`config.mk`:
```
export PLATFORM = sky130hd
export DESIGN_NAME = xor_frame_receiver
export DESIGN_NICKNAME = d
export VERILOG_FILES = /design/src/sv/xfr_pkg.sv /design/src/sv/xfr_frame_state.sv /design/src/sv/xfr_out_skid.sv /design/src/sv/xor_frame_receiver.sv
export SDC_FILE = /design/constraint.sdc
export NUM_CORES = 1
export LEC_CHECK = 0
export BUFFER_PORTS_ARGS = -buffer_cell sky130_fd_sc_hd__clkbuf_2
export CORE_ASPECT_RATIO = 1.75
export CORE_UTILIZATION = 55
export CTS_CLUSTER_DIAMETER = 200
export DETAILED_ROUTE_END_ITERATION = 10
export HOLD_SLACK_MARGIN = 0.15
export PLACE_DENSITY_LB_ADDON = 0.25
export SKIP_LAST_GASP = 1
export SYNTH_ARGS = -nofsm -noshare
export SYNTH_HDL_FRONTEND = slang
export SYNTH_HIERARCHICAL = 1
export SYNTH_SLANG_ARGS = --single-unit
```
`constraint.sdc`:
```
create_clock -name clk -period 6 [get_ports clk]
set_input_delay 0.3 -clock clk [delete_from_list [all_inputs] [get_ports clk]]
set_output_delay 0.3 -clock clk [all_outputs]
set_load 0.05 [all_outputs]
```
`src/sv/xfr_pkg.sv`:
```
// Shared types and constants of the XOR frame receiver.
package xfr_pkg;

  localparam logic [7:0] BROADCAST_ADDR = 8'hFF;
  localparam logic [8:0] POS_MAX        = 9'd511;
  localparam logic [8:0] HDR_BYTES      = 9'd3;   // sender, length, receiver
  localparam logic [7:0] HDR_EXTRA      = 8'd2;
  localparam logic [8:0] MIN_LAST_POS   = 9'd3;   // a 4-byte frame ends at position 3

  localparam int IN_TDATA_W  = 8;
  localparam int OUT_TDATA_W = 48;

  typedef struct packed {
    logic       is_payload;
    logic [7:0] payload_byte;
    logic [7:0] payload_index;
    logic       frame_end;
    logic       frame_ok;
    logic       for_us;
    logic [7:0] frame_sender;
    logic [7:0] frame_receiver;
    logic [7:0] payload_length;
  } result_t;

endpackage

```
`src/sv/xfr_frame_state.sv`:
```
// Per-byte frame tracking: header capture, running XOR and result decode.
module xfr_frame_state import xfr_pkg::*; (
  input  logic       clk,
  input  logic       rst,
  input  logic       fire,
  input  logic [7:0] rx_byte,
  input  logic       end_of_frame,
  input  logic [7:0] own_address,
  output result_t    result
);

  logic [8:0] byte_position;
  logic [7:0] running_xor;
  logic [7:0] sender_held;
  logic [7:0] length_held;
  logic [7:0] receiver_held;

  logic [7:0] snd;
  logic [7:0] len;
  logic [7:0] rcv;
  logic       pay;

  always_comb begin
    snd = sender_held;
    len = length_held;
    rcv = receiver_held;
    case (byte_position)
      9'd0:    snd = rx_byte;
      9'd1:    len = rx_byte;
      9'd2:    rcv = rx_byte;
      default: ;
    endcase
  end

  assign pay = (byte_position >= HDR_BYTES) && (byte_position <= {1'b0, len});

  always_comb begin
    result.is_payload     = pay;
    result.payload_byte   = pay ? rx_byte : 8'd0;
    result.payload_index  = pay ? (byte_position[7:0] - HDR_BYTES[7:0]) : 8'd0;
    result.frame_end      = end_of_frame;
    result.payload_length = (len >= HDR_EXTRA) ? (len - HDR_EXTRA) : 8'd0;
    // Count check: length field == (position + 1) - 2, with position >= 3.
    result.frame_ok       = end_of_frame && (byte_position >= MIN_LAST_POS) &&
                            ({1'b0, len} == (byte_position - 9'd1)) &&
                            (running_xor == rx_byte);
    result.for_us         = end_of_frame &&
                            ((rcv == own_address) || (rcv == BROADCAST_ADDR));
    result.frame_sender   = end_of_frame ? snd : 8'd0;
    result.frame_receiver = end_of_frame ? rcv : 8'd0;
  end

  always_ff @(posedge clk) begin
    if (rst) begin
      byte_position <= '0;
      running_xor   <= '0;
      sender_held   <= '0;
      length_held   <= '0;
      receiver_held <= '0;
    end else if (fire) begin
      if (end_of_frame) begin
        byte_position <= '0;
        running_xor   <= '0;
        sender_held   <= '0;
        length_held   <= '0;
        receiver_held <= '0;
      end else begin
        sender_held   <= snd;
        length_held   <= len;
        receiver_held <= rcv;
        running_xor   <= running_xor ^ rx_byte;
        byte_position <= (byte_position < POS_MAX) ? (byte_position + 9'd1) : POS_MAX;
      end
    end
  end

endmodule

```
`src/sv/xfr_out_skid.sv`:
```
// Two-entry output stage: result register plus skid register.
module xfr_out_skid import xfr_pkg::*; (
  input  logic    clk,
  input  logic    rst,
  input  logic    in_valid,
  output logic    in_ready,
  input  result_t in_data,
  output logic    out_valid,
  input  logic    out_ready,
  output result_t out_data
);

  logic    skid_valid;
  result_t skid_data;
  logic    in_fire;

  assign in_ready = !skid_valid;
  assign in_fire  = in_valid && in_ready;

  always_ff @(posedge clk) begin
    if (rst) begin
      out_valid  <= 1'b0;
      skid_valid <= 1'b0;
    end else if (out_ready || !out_valid) begin
      if (skid_valid) begin
        out_valid  <= 1'b1;
        skid_valid <= 1'b0;
      end else begin
        out_valid <= in_fire;
      end
    end else if (in_fire) begin
      skid_valid <= 1'b1;
    end
  end

  always_ff @(posedge clk) begin
    if (out_ready || !out_valid) begin
      out_data <= skid_valid ? skid_data : in_data;
    end else if (in_fire) begin
      skid_data <= in_data;
    end
  end

endmodule

```
`src/sv/xor_frame_receiver.sv`:
```
// Top level of the XOR-checksummed frame receiver.
// The result of each accepted input beat is registered in the output stage before the master side sees it.
// Throughput: one beat per cycle while s_tready is high; header capture, XOR and checks are combinational.
// A two-entry output stage keeps s_tready high for one more beat while a result waits.
// Reset (rst, synchronous): clears frame position, running XOR, held header bytes,
// own address and both output entries; the block is ready in the cycle after reset.
module xor_frame_receiver import xfr_pkg::*; (
  input  logic                   clk,
  input  logic                   rst,
  // Configuration: own address
  input  logic                   cfg_we,
  input  logic [7:0]             cfg_wdata,
  // Slave side: received bytes
  input  logic                   s_tvalid,
  output logic                   s_tready,
  input  logic [IN_TDATA_W-1:0]  s_tdata,   // [7:0] rx_byte
  input  logic                   s_tlast,   // end_of_frame
  // Master side: one result beat per input beat
  output logic                   m_tvalid,
  input  logic                   m_tready,
  // [7:0] payload_byte, [15:8] payload_index, [16] frame_ok, [17] for_us,
  // [25:18] frame_sender, [33:26] frame_receiver, [41:34] payload_length, [47:42] zero
  output logic [OUT_TDATA_W-1:0] m_tdata,
  output logic                   m_tuser,   // is_payload
  output logic                   m_tlast    // frame_end
);

  logic [7:0] own_address;
  logic       in_fire;
  result_t    step_result;
  result_t    out_result;

  // Hold the node address; it is to be written only while idle, a rule on the user that the block does not enforce.
  always_ff @(posedge clk) begin
    if (rst) begin
      own_address <= '0;
    end else if (cfg_we) begin
      own_address <= cfg_wdata;
    end
  end

  assign in_fire = s_tvalid && s_tready;

  // Decode each byte against the frame state and advance it on every accepted beat.
  xfr_frame_state u_state (
    .clk          (clk),
    .rst          (rst),
    .fire         (in_fire),
    .rx_byte      (s_tdata[7:0]),
    .end_of_frame (s_tlast),
    .own_address  (own_address),
    .result       (step_result)
  );

  // Register the result; the skid entry absorbs one beat of back-pressure.
  xfr_out_skid u_out (
    .clk       (clk),
    .rst       (rst),
    .in_valid  (s_tvalid),
    .in_ready  (s_tready),
    .in_data   (step_result),
    .out_valid (m_tvalid),
    .out_ready (m_tready),
    .out_data  (out_result)
  );

  // Pack the result fields, lowest first, and pad to whole bytes.
  assign m_tdata = {6'd0,
                    out_result.payload_length,
                    out_result.frame_receiver,
                    out_result.frame_sender,
                    out_result.for_us,
                    out_result.frame_ok,
                    out_result.payload_index,
                    out_result.payload_byte};
  assign m_tuser = out_result.is_payload;
  assign m_tlast = out_result.frame_end;

endmodule

```
## Word level (Yosys, flattened, before mapping)

Index checks and enable logic that the tools add are counted.

- $add $sub $neg: 4
- Magnitude comparators: 4
- Eq/ne operators: 6
- Mux-type cells: 16
- Bitwise logic cells: 2
- Reduce and logical (&&, ||, !) cells: 13

Operator list:

| kind | count |
|---|---|
| $mux W8 | 12 |
| $mux W44 | 1 |
| $mux W9 | 2 |
| $eq A8 B8 Y1 | 2 |
| $sub A8 B2 Y8 const B | 2 |
| $add A9 B1 Y9 const B | 1 |
| $eq A8 B9 Y1 | 1 |
| $eq A9 B1 Y1 const B | 1 |
| $eq A9 B2 Y1 const B | 1 |
| $ge A9 B2 Y1 const B | 1 |
| $le A9 B8 Y1 | 1 |
| $logic_not A9 Y1 | 1 |
| $lt A9 B9 Y1 const B | 1 |
| $sub A9 B1 Y9 const B | 1 |
| $eq A8 B8 Y1 const B | 1 |
| $ge A8 B2 Y1 const B | 1 |
| $xor A8 B8 Y8 | 1 |
| $logic_and A1 B1 Y1 | 6 |
| $logic_not A1 Y1 | 2 |
| $logic_or A1 B1 Y1 | 2 |
| $reduce_and A2 Y1 | 1 |
| $reduce_or A2 Y1 | 1 |
| $mux W1 | 1 |
| $not A1 Y1 | 1 |

- Bits in registers: 139
- Bits of input ports: 22
- Output and inout bits: 52
- Logic and storage cells: 71

## Logic depth before layout (Yosys ltp)

Gate-level depths: netlist of the first run.

- Depth after elaboration: 6
- Depth in mapped cells: 18
- Mapped depth without buffers: 14

## Cells and area by module

The synthesis of the first run kept the hierarchy.

Modules (own cells, without submodules):

| module | times used | cells each | area each (µm²) | sequential area each (µm²) |
|---|---|---|---|---|
| xfr_frame_state | 1 | 501 | 3564.7 | 820.8 |
| xfr_out_skid | 1 | 145 | 3360.7 | 2682.6 |
| xor_frame_receiver | 1 | 34 | 340.3 | 160.2 |

## Least setup slack after synthesis of the first run

OpenSTA, ideal clock, no wires.

- Kind: reg-to-reg
- Start point: reg u_out.out_valid
- End point: reg u_out/skid_data[0] in the netlist's numbering (enable)
- Library setup time: 509 ps
- Arrival time: 5130 ps
- Data required time: 5491 ps
- Path slack: 361 ps
- Stages on the path, launching flop included: 3
- Path buffers: 0
- Period minus slack after synthesis: 5639 ps
- Cell sequence: dfxtp_1 -> nand2b_1 -> nor3b_1

- Cells in the longest elaborated chain, start to end: 4

RTL lines:

| what | RTL line | text |
|---|---|---|
| start, declared | xfr_out_skid.sv:8 | `output logic out_valid,` |
| start signal, assigned | xfr_out_skid.sv:29 | `out_valid <= in_fire;` |
| $logic_not A1 Y1 | xfr_out_skid.sv:37 | `if (out_ready \|\| !out_valid) begin` |
| $logic_or A1 B1 Y1 | xfr_out_skid.sv:37 |  |
| $not A1 Y1 (no line) | - |  |
| $reduce_and A2 Y1 (no line) | - |  |
| end signal, assigned | xfr_out_skid.sv:40 | `skid_data <= in_data;` |
| end, declared | xfr_out_skid.sv:14 | `result_t skid_data;` |

Every way passes these cells.
A chain may end at the register's enable or synchronous reset.

==> metrics.md, run 1 <==
| Metric | Value |
|---|---|
| Status | completed |
| Flop2flop setup slack | 1.38 ns |
| Area contributors post-synth | edfxtp_1 (36%), dfxtp_1 (14%), mux2_4 (5.6%) |
| Sequential fraction of the synthesis area | 50.4% |
| CTS max path bufs | 2 |
| Most common cell on crit path | ha_1 |
| Synthesis-stage register bit count | 139 |
| Syn Inst Count | between 600 and 700 |
| Post-DRT Antenna Nets | 0 |
| Root Buffer | clkbuf_16 |
| Most common cell after layout, fill and taps aside | edfxtp_1 |
| First-pass GRT wire length | around 27000 µm |
| Synth area leader | edfxtp_1 |
| CP bufs+invs | 1 |
| Crit path launch type | register |
| Crit path time final | around 4.6 ns |
| Row Count | 55 |
| Post-Route WL | about 17000 µm |
| Slew Limit Headroom | 25.4% |
| GRT Resource Usage Total | around a quarter |
| Peak supply drop | 0.233 mV |
| Fin area | 0.00829 mm² |
| Fin. Hold Viols | 0 |
| H-Tree Depth | 4 |
| Via density | around 6 |
| Hold_sp | s_tvalid |
| Max-cap violation count | 0 |
| Critical Path Source | u_state/byte_position[1] |
| Most frequent cells in the layout | edfxtp_1 (88), nor2_1 (69), clkbuf_2 (67) |
| Number of DRC markers in iteration 0 | 468 |
| Largest net degree at the start of global routing | 52 |
| Max-slew violations | 0 |
| Count of final setup violators | 0 |
| Final WS setup | roughly 1.4 ns |
| Hold WC Path Type | in -> reg |
| Via Count | about 5.4k |
| TritonCTS clock tree | done |
| Total CTS buffers | 17 |
| Die Width | just under 90 µm |
| Worst-Margin Slew | 1.12 ns |
| Drc violations | 0 |
| Pwr dens | 305 mW/mm² |
| Number of synthesized flops with an enable pin | 88 |
| Worst Path Required | around 6.3 ns |
| Die Span Y | 154 µm |
| Clk slew on worst S/H paths | about 0.07 ns |
| Placed inst area | 0.00757 mm² |
| Initial Util | 56.2% |
| Worst-path fanout max | 18 |
| Post-Synthesis Cell Area | just over 0.007 mm² |
| Critical path cell sequence | inv_1, ha_1, or4b_1, nor2_1, mux2i_1, ha_1, and3_1, a221o_1, a21oi_1, o31ai_2, a21boi_4, a21boi_1, mux2_4 |
| Type of the worst setup path | reg -> reg |
| Nets | 756 |
| Finished Core Util | 64.1% |
| IO Port Bufs | 67 |
| RSZ-0062 raised after global routing | false |
| Layout cells sized above 1 | 22.7% |
| Core footprint | 0.0129 mm² |
| Ports | 74 |
| Clk_lat worst skew | roughly 0.42 ns |
| Area Overhead vs Synth | 14.1% |
| Slowest-stage cell, CP | or4b_1 |
| Placer congestion estimate | 0.934 |
| Crit. End Element | register |
| DP Wirelength | 11300 µm |
| Drt first pass iters | 5 |
| Total gr overflow | 0 |
| Async SR Flop Fraction | 0% |
| Ys flop type | edfxtp_1 |
| Die area | 0.0137 mm² |
| PostCTS Resize Cnt | 0 |
| Syn_area_per_cell | about 11 µm² |
| Leakage power | 3.26 nW |
| Clock sinks | 139 |
| Critical path arrival | 4.91 ns |
| Clk_skew | 0.0127 ns |
| # Post-CTS Setup Buffers | 0 |
| N_diodes | 0 |
| Final period util | 77.0% |
| Synth warnings | 6 |
| Initial antenna violation count | 0 |
| Unique masters post-synth | 71 |
| Fin Setup TNS | 0 ns |
| DP Worst Slack | between 1 and 1.5 ns |
| Wire per inst | 18.8 µm |
| Vias in the first global route | about 5.3k |
| Fillers | 1078 |
| Critical path's top delay family | simple AND/OR/NAND/NOR gates |
| Worst hold slack | 0.218 ns |
| Fmax | 216 MHz |
| Synth top area share | 36.4% |
| Max incr delay on CP | approximately 0.66 ns |
| RR Startpoint | u_state/byte_position[1] |
## state kept, by name, indices dropped and copies added, names as in the netlist
register and cells:
u_out/out_data 44, u_state/running_xor 8, u_out/skid_valid 1, u_out/skid_data 44
u_out/out_valid 1, u_state/sender_held 8, own_address 8, u_state/receiver_held 8
u_state/byte_position 9, u_state/length_held 8
## per-stage QoR
step,power (W),instances
2_1_floorplan,0.00135,685
3_3_place_gp,0.00141,867
3_5_place_dp,0.00141,867
4_1_cts,0.00254,907
5_1_grt,0.00260,907
6_report,0.00253,907
## worst paths after layout
path | endpoint | depth (start not counted)
max | u_out/out_data[29] | 13
max reg2reg | u_out/out_data[29] | 13
min reg2reg | u_state/running_xor[4] | 2
min | u_out/skid_valid | 3
## Yosys cell counts, drive strengths merged, types with 6 or more instances
library cell / number
a211oi: 9
a21oi: 40
a22oi: 8
a32oi: 9
and2: 19
and3: 6
buf: 23
clkbuf: 39
dfxtp: 51
edfxtp: 88
ha: 11
inv: 12
mux2: 45
mux2i: 15
nand2: 57
nand3: 13
nand3b: 7
nand4: 10
nor2: 70
nor2b: 7
nor3: 17
o21ai: 24
xnor2: 18
xor2: 17
## cell families after synthesis
family | Yosys count | share of synthesized area (%)
compound gates | 131 | 12.4
other cells | 1 | 0.0516
fa+ha+maj | 11 | 1.89
mux | 60 | 10.4
simple gates | 229 | 15.6
xor+xnor | 35 | 4.22
buf+inv | 74 | 5.01
flops | 139 | 50.4
## power by group
| part | total [W] | switching [W] | internal, W |
|---|---|---|---|
| logic | 0.000322 | 0.000228 | 0.0000934 |
| clock network | 0.00113 | 0.000449 | 0.000678 |
| registers | 0.00108 | 0.0000188 | 0.00106 |
## worst reg2reg max path, cell delays in order (launching register included)
cell      delay, ns
dfxtp_1        0.42
inv_1          0.16
ha_1           0.17
or4b_1         0.66
nor2_1         0.66
mux2i_1        0.47
ha_1           0.31
and3_1         0.17
a221o_1        0.35
a21oi_1        0.17
o31ai_2        0.12
a21boi_4       0.39
a21boi_1       0.26
mux2_4         0.16
## final cells by class
| type | count | area (µm²) | area share [%] |
|---|---|---|---|
| inverter | 12 | 45.0 | 0.544 |
| tap | 171 | 214 | 2.58 |
| timing repair buffer | 81 | 460 | 5.56 |
| sequential | 139 | 3660 | 44.2 |
| multi-input combinational | 472 | 3260 | 39.4 |
| clock inverter | 15 | 213 | 2.57 |
| clock buffer | 17 | 425 | 5.13 |
## routing by layer
layer | vias up | track usage, % | part of all wire, % | wire (µm)
li1 | 2542 | - | - | -
met5 | - | 0 | 0 | 0
met2 | 235 | 44.4 | 51 | 8660
met1 | 2590 | 31.6 | 40 | 6800
met3 | 51 | 4.99 | 5.3 | 896
met4 | 0 | 13.3 | 3.9 | 661
## what timing repair did
item                                    CTS  global route
endpoints found under the setup margin    0             0
hold endpoints to repair                  8             0
hold buffers                              8             0
Note: power is estimated with default switching activity, not from simulation.
==> run 2, diff against run 1 <==
CORE_UTILIZATION = 54   (was 55)
clock period = 4.08 ns   (was 6 ns; I/O delays follow)
==> run 2 against run 1 <==
Against the previous run:
- sequential power rose by 47%
- sequential share of layout area down 0.41 points
- final cell count is 1.9% higher
- routed wire length rose by 3.1%
- combinational power rose by 50%
- largest cell class unchanged
- critical path type unchanged
- die area is 1.8% higher
- highest routed layer unchanged
==> metrics.md, run 2 (synthesis results as in run 1) <==
| Metric | Value |
|---|---|
| Ports | 74 |
| Initial Util | 55.9% |
| Most common cell after layout, fill and taps aside | edfxtp_1 |
| H-Tree Depth | 4 |
| Crit. End Element | register |
| IO Port Bufs | 67 |
| Die Width | 89.7 µm |
| Clock group share of total power | 42.0% |
| CTS max path bufs | 2 |
| Final period util | just over 90% |
| Slew Limit Headroom | 23.8% |
| Worst-Margin Slew | around 1.1 ns |
| Initial antenna violation count | 0 |
| Via Count | about 5.6k |
| GRT Resource Usage Total | 26.7% |
| Fin. Hold Viols | 0 |
| Type of the worst setup path | reg -> reg |
| Post-Route WL | 17500 µm |
| # Post-CTS Setup Buffers | 0 |
| Crit path launch type | register |
| Critical path arrival | a little over 4 ns |
| Slowest-stage cell, CP | dfxtp_1 |
| Status | completed |
| Clk_skew | 0.0123 ns |
| Number of DRC markers in iteration 0 | roughly 400 |
| Clk slew on worst S/H paths | 0.07 ns |
| Clk_lat worst skew | 0.41 ns |
| Max incr delay on CP | 0.53 ns |
| Max-cap violation count | 0 |
| Total gr overflow | 0 |
| Psw | 0.00101 W |
| Via density | 6.02 |
| Largest net degree at the start of global routing | 52 |
| Most frequent cells in the layout | edfxtp_1 (88), nor2_1 (69), clkbuf_2 (67) |
| PostCTS Resize Cnt | 0 |
| Drt first pass iters | 5 |
| Max-slew violations | 0 |
| Leakage power | approximately 3.3 nW |
| Peak supply drop | 0.309 mV |
| Root Buffer | clkbuf_16 |
| Critical path cell sequence | ha_1, or4b_1, buf_4, nor3_1, a21oi_2, ha_1, and3_1, a221o_1, a21oi_1, o31ai_2, a21boi_4, buf_4, and2_1, mux2_2 |
| N_diodes | 0 |
| Nets | a little under 800 |
| Placed inst area | slightly below 0.008 mm² |
| Area Overhead vs Synth | 15.1% |
| Internal power | approximately 0.0026 W |
| RSZ-0062 raised after global routing | false |
| Final WS setup | ~0.27 ns |
| Placer congestion estimate | 1.02 |
| Layout cells sized above 1 | 24.3% |
| Count of final setup violators | 0 |
| Clock sinks | 139 |
| Wire per inst | about 19 µm |
| Combinational Power Share | 13.5% |
| First-pass GRT wire length | about 28000 µm |
| Die Span Y | 155 µm |
| Die area | approximately 0.014 mm² |
| Critical path's top delay family | compound AO/OA/AOI/OAI gates |
| Drc violations | 0 |
| Pwr dens | approximately 430 mW/mm² |
| Fin area | 0.00836 mm² |
| Core footprint | 0.0130 mm² |
| Fmax | 263 MHz |
| DP Worst Slack | between 0.3 and 0.4 ns |
| Vias in the first global route | ~5.6k |
| Row Count | 55 |
| Worst Path Required | 4.36 ns |
| Worst-path fanout max | 11 |
| Post-DRT Antenna Nets | 0 |
| Crit path time final | 3.81 ns |
| TritonCTS clock tree | done |
| Hold WC Path Type | in -> reg |
| DP Wirelength | 11700 µm |
| Fin Setup TNS | 0 ns |
| CP bufs+invs | 2 |
| Switch share | 28.2% |
| Total CTS buffers | 17 |
| Sequential Power Share | between 40 and 50% |
| Largest regs | u_out/out_data (44), u_out/skid_data (44), u_state/byte_position (9) |
## run 2: layout make-up
class	instances	area (µm²)
Timing Repair Buffer	98	591
Clock buffer	17	425
Fill cell	1041	4640
Multi-Input combinational cell	472	3270
Sequential cell	139	3660
Tap cell	171	214
Inverter	12	45.0
Clock inverter	15	154
## run 2: path summary, 6_finish.rpt
check,startpoint,slack [ns],depth (start not counted),end
worst min-delay path,cfg_we,0.25,3,own_address[0]
worst max-delay path,u_state/byte_position[0],0.27,14,u_out/out_data[41]
worst min register to register,u_state/running_xor[2],0.48,2,u_state/running_xor[2]
worst max register to register,u_state/byte_position[0],0.27,14,u_out/out_data[41]
## run 2: what timing repair did
| action | 4_1_cts | 5_1_grt |
|---|---|---|
| hold buffers | 9 | 0 |
| hold endpoints to repair | 10 | 0 |
| endpoints found under the setup margin | 0 | 0 |
## run 2: through the flow
step	hold slack [ns]	util, %	power [W]	cells
final	0.249	64.3	0.00357	924
after global routing	0.276	64.3	0.00370	924
after CTS	0.249	64.3	0.00360	924
after detailed placement	0.453	59.2	0.00209	883
after global placement	0.439	59.2	0.00208	883
after floorplan	0.273	-	0.00198	685
## run 2: layer usage
layer / vias up / GRT usage (%) / wire, µm
met5: - / 0 / 0
met4: 0 / 13.8 / 799
met1: 2658 / 31.8 / 6980
li1: 2580 / - / -
met2: 252 / 45.0 / 8910
met3: 69 / 4.46 / 853
## run 2: tightest hold or removal path: stages
cell,delay [ns]
clkbuf_2,0.24
mux2i_1,0.11
nor2_1,0.07
## run 2: power by group through the flow
stage	clock, W	combinational [W]	sequential (W)
after detailed placement	0	0.000471	0.00162
after CTS	0.00153	0.000480	0.00159
final	0.00150	0.000482	0.00159
after floorplan	0	0.000236	0.00174
after global routing	0.00159	0.000514	0.00160
after global placement	0	0.000464	0.00162
==> run 3, diff against run 2 <==
CORE_UTILIZATION = 55   (was 54)
CTS_BUF_LIST = sky130_fd_sc_hd__clkbuf_4 sky130_fd_sc_hd__clkbuf_8   (was unset)
HOLD_SLACK_MARGIN = 0.02   (was 0.15)
==> run 3 against run 2 <==
Against the previous run:
- non-clock buffer count up 2
- combinational power about the same
- critical path depth down 1
- critical path type unchanged
- final cell count is 0.22% higher
- largest cell class unchanged
- core utilization shrank 0.93 points
==> metrics.md, run 3 (synthesis results as in run 1) <==
| Metric | Value |
|---|---|
| Peak supply drop | between 0.2 and 0.25 mV |
| Wire per inst | 18.9 µm |
| Pwr dens | 389 mW/mm² |
| Placer congestion estimate | 1.02 |
| GRT Resource Usage Total | a little over a quarter |
| Max-cap violation count | 0 |
| CTS max path bufs | 2 |
| Critical path's top delay family | compound AO/OA/AOI/OAI gates |
| Worst-Margin Slew | 1.12 ns |
| Via Count | roughly 5.5k |
| Clk slew on worst S/H paths | 0.09 ns |
| DP Wirelength | about 12000 µm |
| First-pass GRT wire length | 27800 µm |
| Worst-path fanout max | 18 |
| Crit. End Element | register |
| IO Port Bufs | 67 |
| Count of final setup violators | 0 |
| CP bufs+invs | 1 |
| Fin Setup TNS | 0 ns |
| Layout cells sized above 1 | 24.6% |
| Max-slew violations | 0 |
| Fin. Hold Viols | 0 |
| Total gr overflow | 0 |
| Critical path cell sequence | ha_1, or4b_1, buf_4, nor3_1, a21oi_2, ha_1, and3_1, a221o_1, a21oi_1, o31ai_2, a21boi_4, a21boi_1, mux2_4 |
| DP Worst Slack | 0.344 ns |
| Tot Pwr | 0.00319 W |
| Fmax | around 260 MHz |
| Max incr delay on CP | 0.54 ns |
| Total CTS buffers | 17 |
| Final WS setup | around 0.27 ns |
| TritonCTS clock tree | done |
| Root Buffer | clkbuf_8 |
| PostCTS Resize Cnt | 0 |
| Core footprint | 0.0129 mm² |
| Initial antenna violation count | 0 |
| Leakage power | approximately 3.2 nW |
| Crit path launch type | register |
| Slowest-stage cell, CP | dfxtp_1 |
| Ports | 74 |
| Clk_lat worst skew | 0.44 ns |
| Number of DRC markers in iteration 0 | between 300 and 400 |
| Crit path time final | 3.81 ns |
| Die Span Y | 154 µm |
| Critical Path Source | u_state/byte_position[0] |
| Post-DRT Antenna Nets | 0 |
| RSZ-0062 raised after global routing | false |
| Via density | 5.98 |
| Clock sinks | 139 |
| Hold_sp | s_tvalid |
| Die area | around 0.014 mm² |
| Vias in the first global route | 5458 |
| Worst Path Required | about 4.4 ns |
| # Post-CTS Setup Buffers | 0 |
| Type of the worst setup path | reg -> reg |
| Area Overhead vs Synth | 12.8% |
| Clk_skew | between 0.01 and 0.015 ns |
| Die Width | 88.9 µm |
| Post-Route WL | 17500 µm |
| Most frequent cells in the layout | edfxtp_1 (88), nor2_1 (69), clkbuf_2 (67) |
| Initial Util | 56.2% |
| Fillers | 1097 |
| Largest net degree at the start of global routing | 52 |
| Most common cell after layout, fill and taps aside | edfxtp_1 |
| Most common cell on crit path | ha_1 |
| Row Count | 55 |
| Hold WC Path Type | in -> reg |
| Critical path arrival | 4.12 ns |
| H-Tree Depth | 4 |
| Slew Limit Headroom | 25.3% |
| Drc violations | 0 |
| Drt first pass iters | 6 |
| Nets | 775 |
| Final period util | 93.3% |
| RR Startpoint | u_state/byte_position[0] |
| Largest regs | u_out/out_data (44), u_out/skid_data (44), u_state/byte_position (9) |
| Status | completed |
| Finished Core Util | 63.4% |
| N_diodes | 0 |
[run 3: cell types whose count changed in the layout (fill, tap and decap cells not counted), sizes merged]
cell and delta:
clkinv -1, dlygate4sd3 -1, inv +1, buf +3
[run 3: worst min-delay path: stages]
cell and delay [ns]:
clkbuf_2 0.11, nor2_1 0.06, a21oi_1 0.12
[run 3: power breakdown]
part / leakage (nW) / internal [W] / switching (W) / total [W]
Clock: 0.199 / 0.000514 / 0.000609 / 0.00112
Combinational: 1.72 / 0.000143 / 0.000338 / 0.000481
Sequential: 1.32 / 0.00156 / 0.0000266 / 0.00158
Total: 3.24 / 0.00221 / 0.000974 / 0.00319
[run 3: timing repair]
action	CTS	global route
hold buffers	8	0
hold endpoints to repair	8	0
endpoints found under the setup margin	0	0
[run 3: layout make-up]
| type | instances | area [µm²] | area share [%] |
|---|---|---|---|
| clock buffers | 17 | 234 | 2.85 |
| clock inverters | 15 | 168 | 2.04 |
| inverters | 12 | 45.0 | 0.549 |
| flip-flops and latches | 139 | 3660 | 44.7 |
| well taps | 171 | 214 | 2.61 |
| repair buffers | 100 | 603 | 7.36 |
| multi-input cells | 472 | 3270 | 39.9 |
[run 3: path summary, 6_finish.rpt]
| kind | slack [ns] | end | cells past startpoint |
|---|---|---|---|
| min | 0.1 | u_out/out_valid | 3 |
| max reg2reg | 0.27 | u_out/out_data[29] | 13 |
| max | 0.27 | u_out/out_data[29] | 13 |
| min reg2reg | 0.48 | u_state/running_xor[6] | 2 |
[run 3: routing by layer]
layer  vias up  share of wire, %  track usage, %
met2       250                51            44.3
met3        56               5.7            4.99
met5         -                 0               0
li1       2568                 -               -
met4         0               4.3            15.4
met1      2665                39            32.5
[run 3: per-stage QoR]
step,area [µm²],cells,hold slack (ns)
after floorplan,7290,685,0.273
after global placement,7720,886,0.437
after detailed placement,7720,886,0.449
after CTS,8200,926,0.0758
after global routing,8200,926,0.102
final,8200,926,0.0955
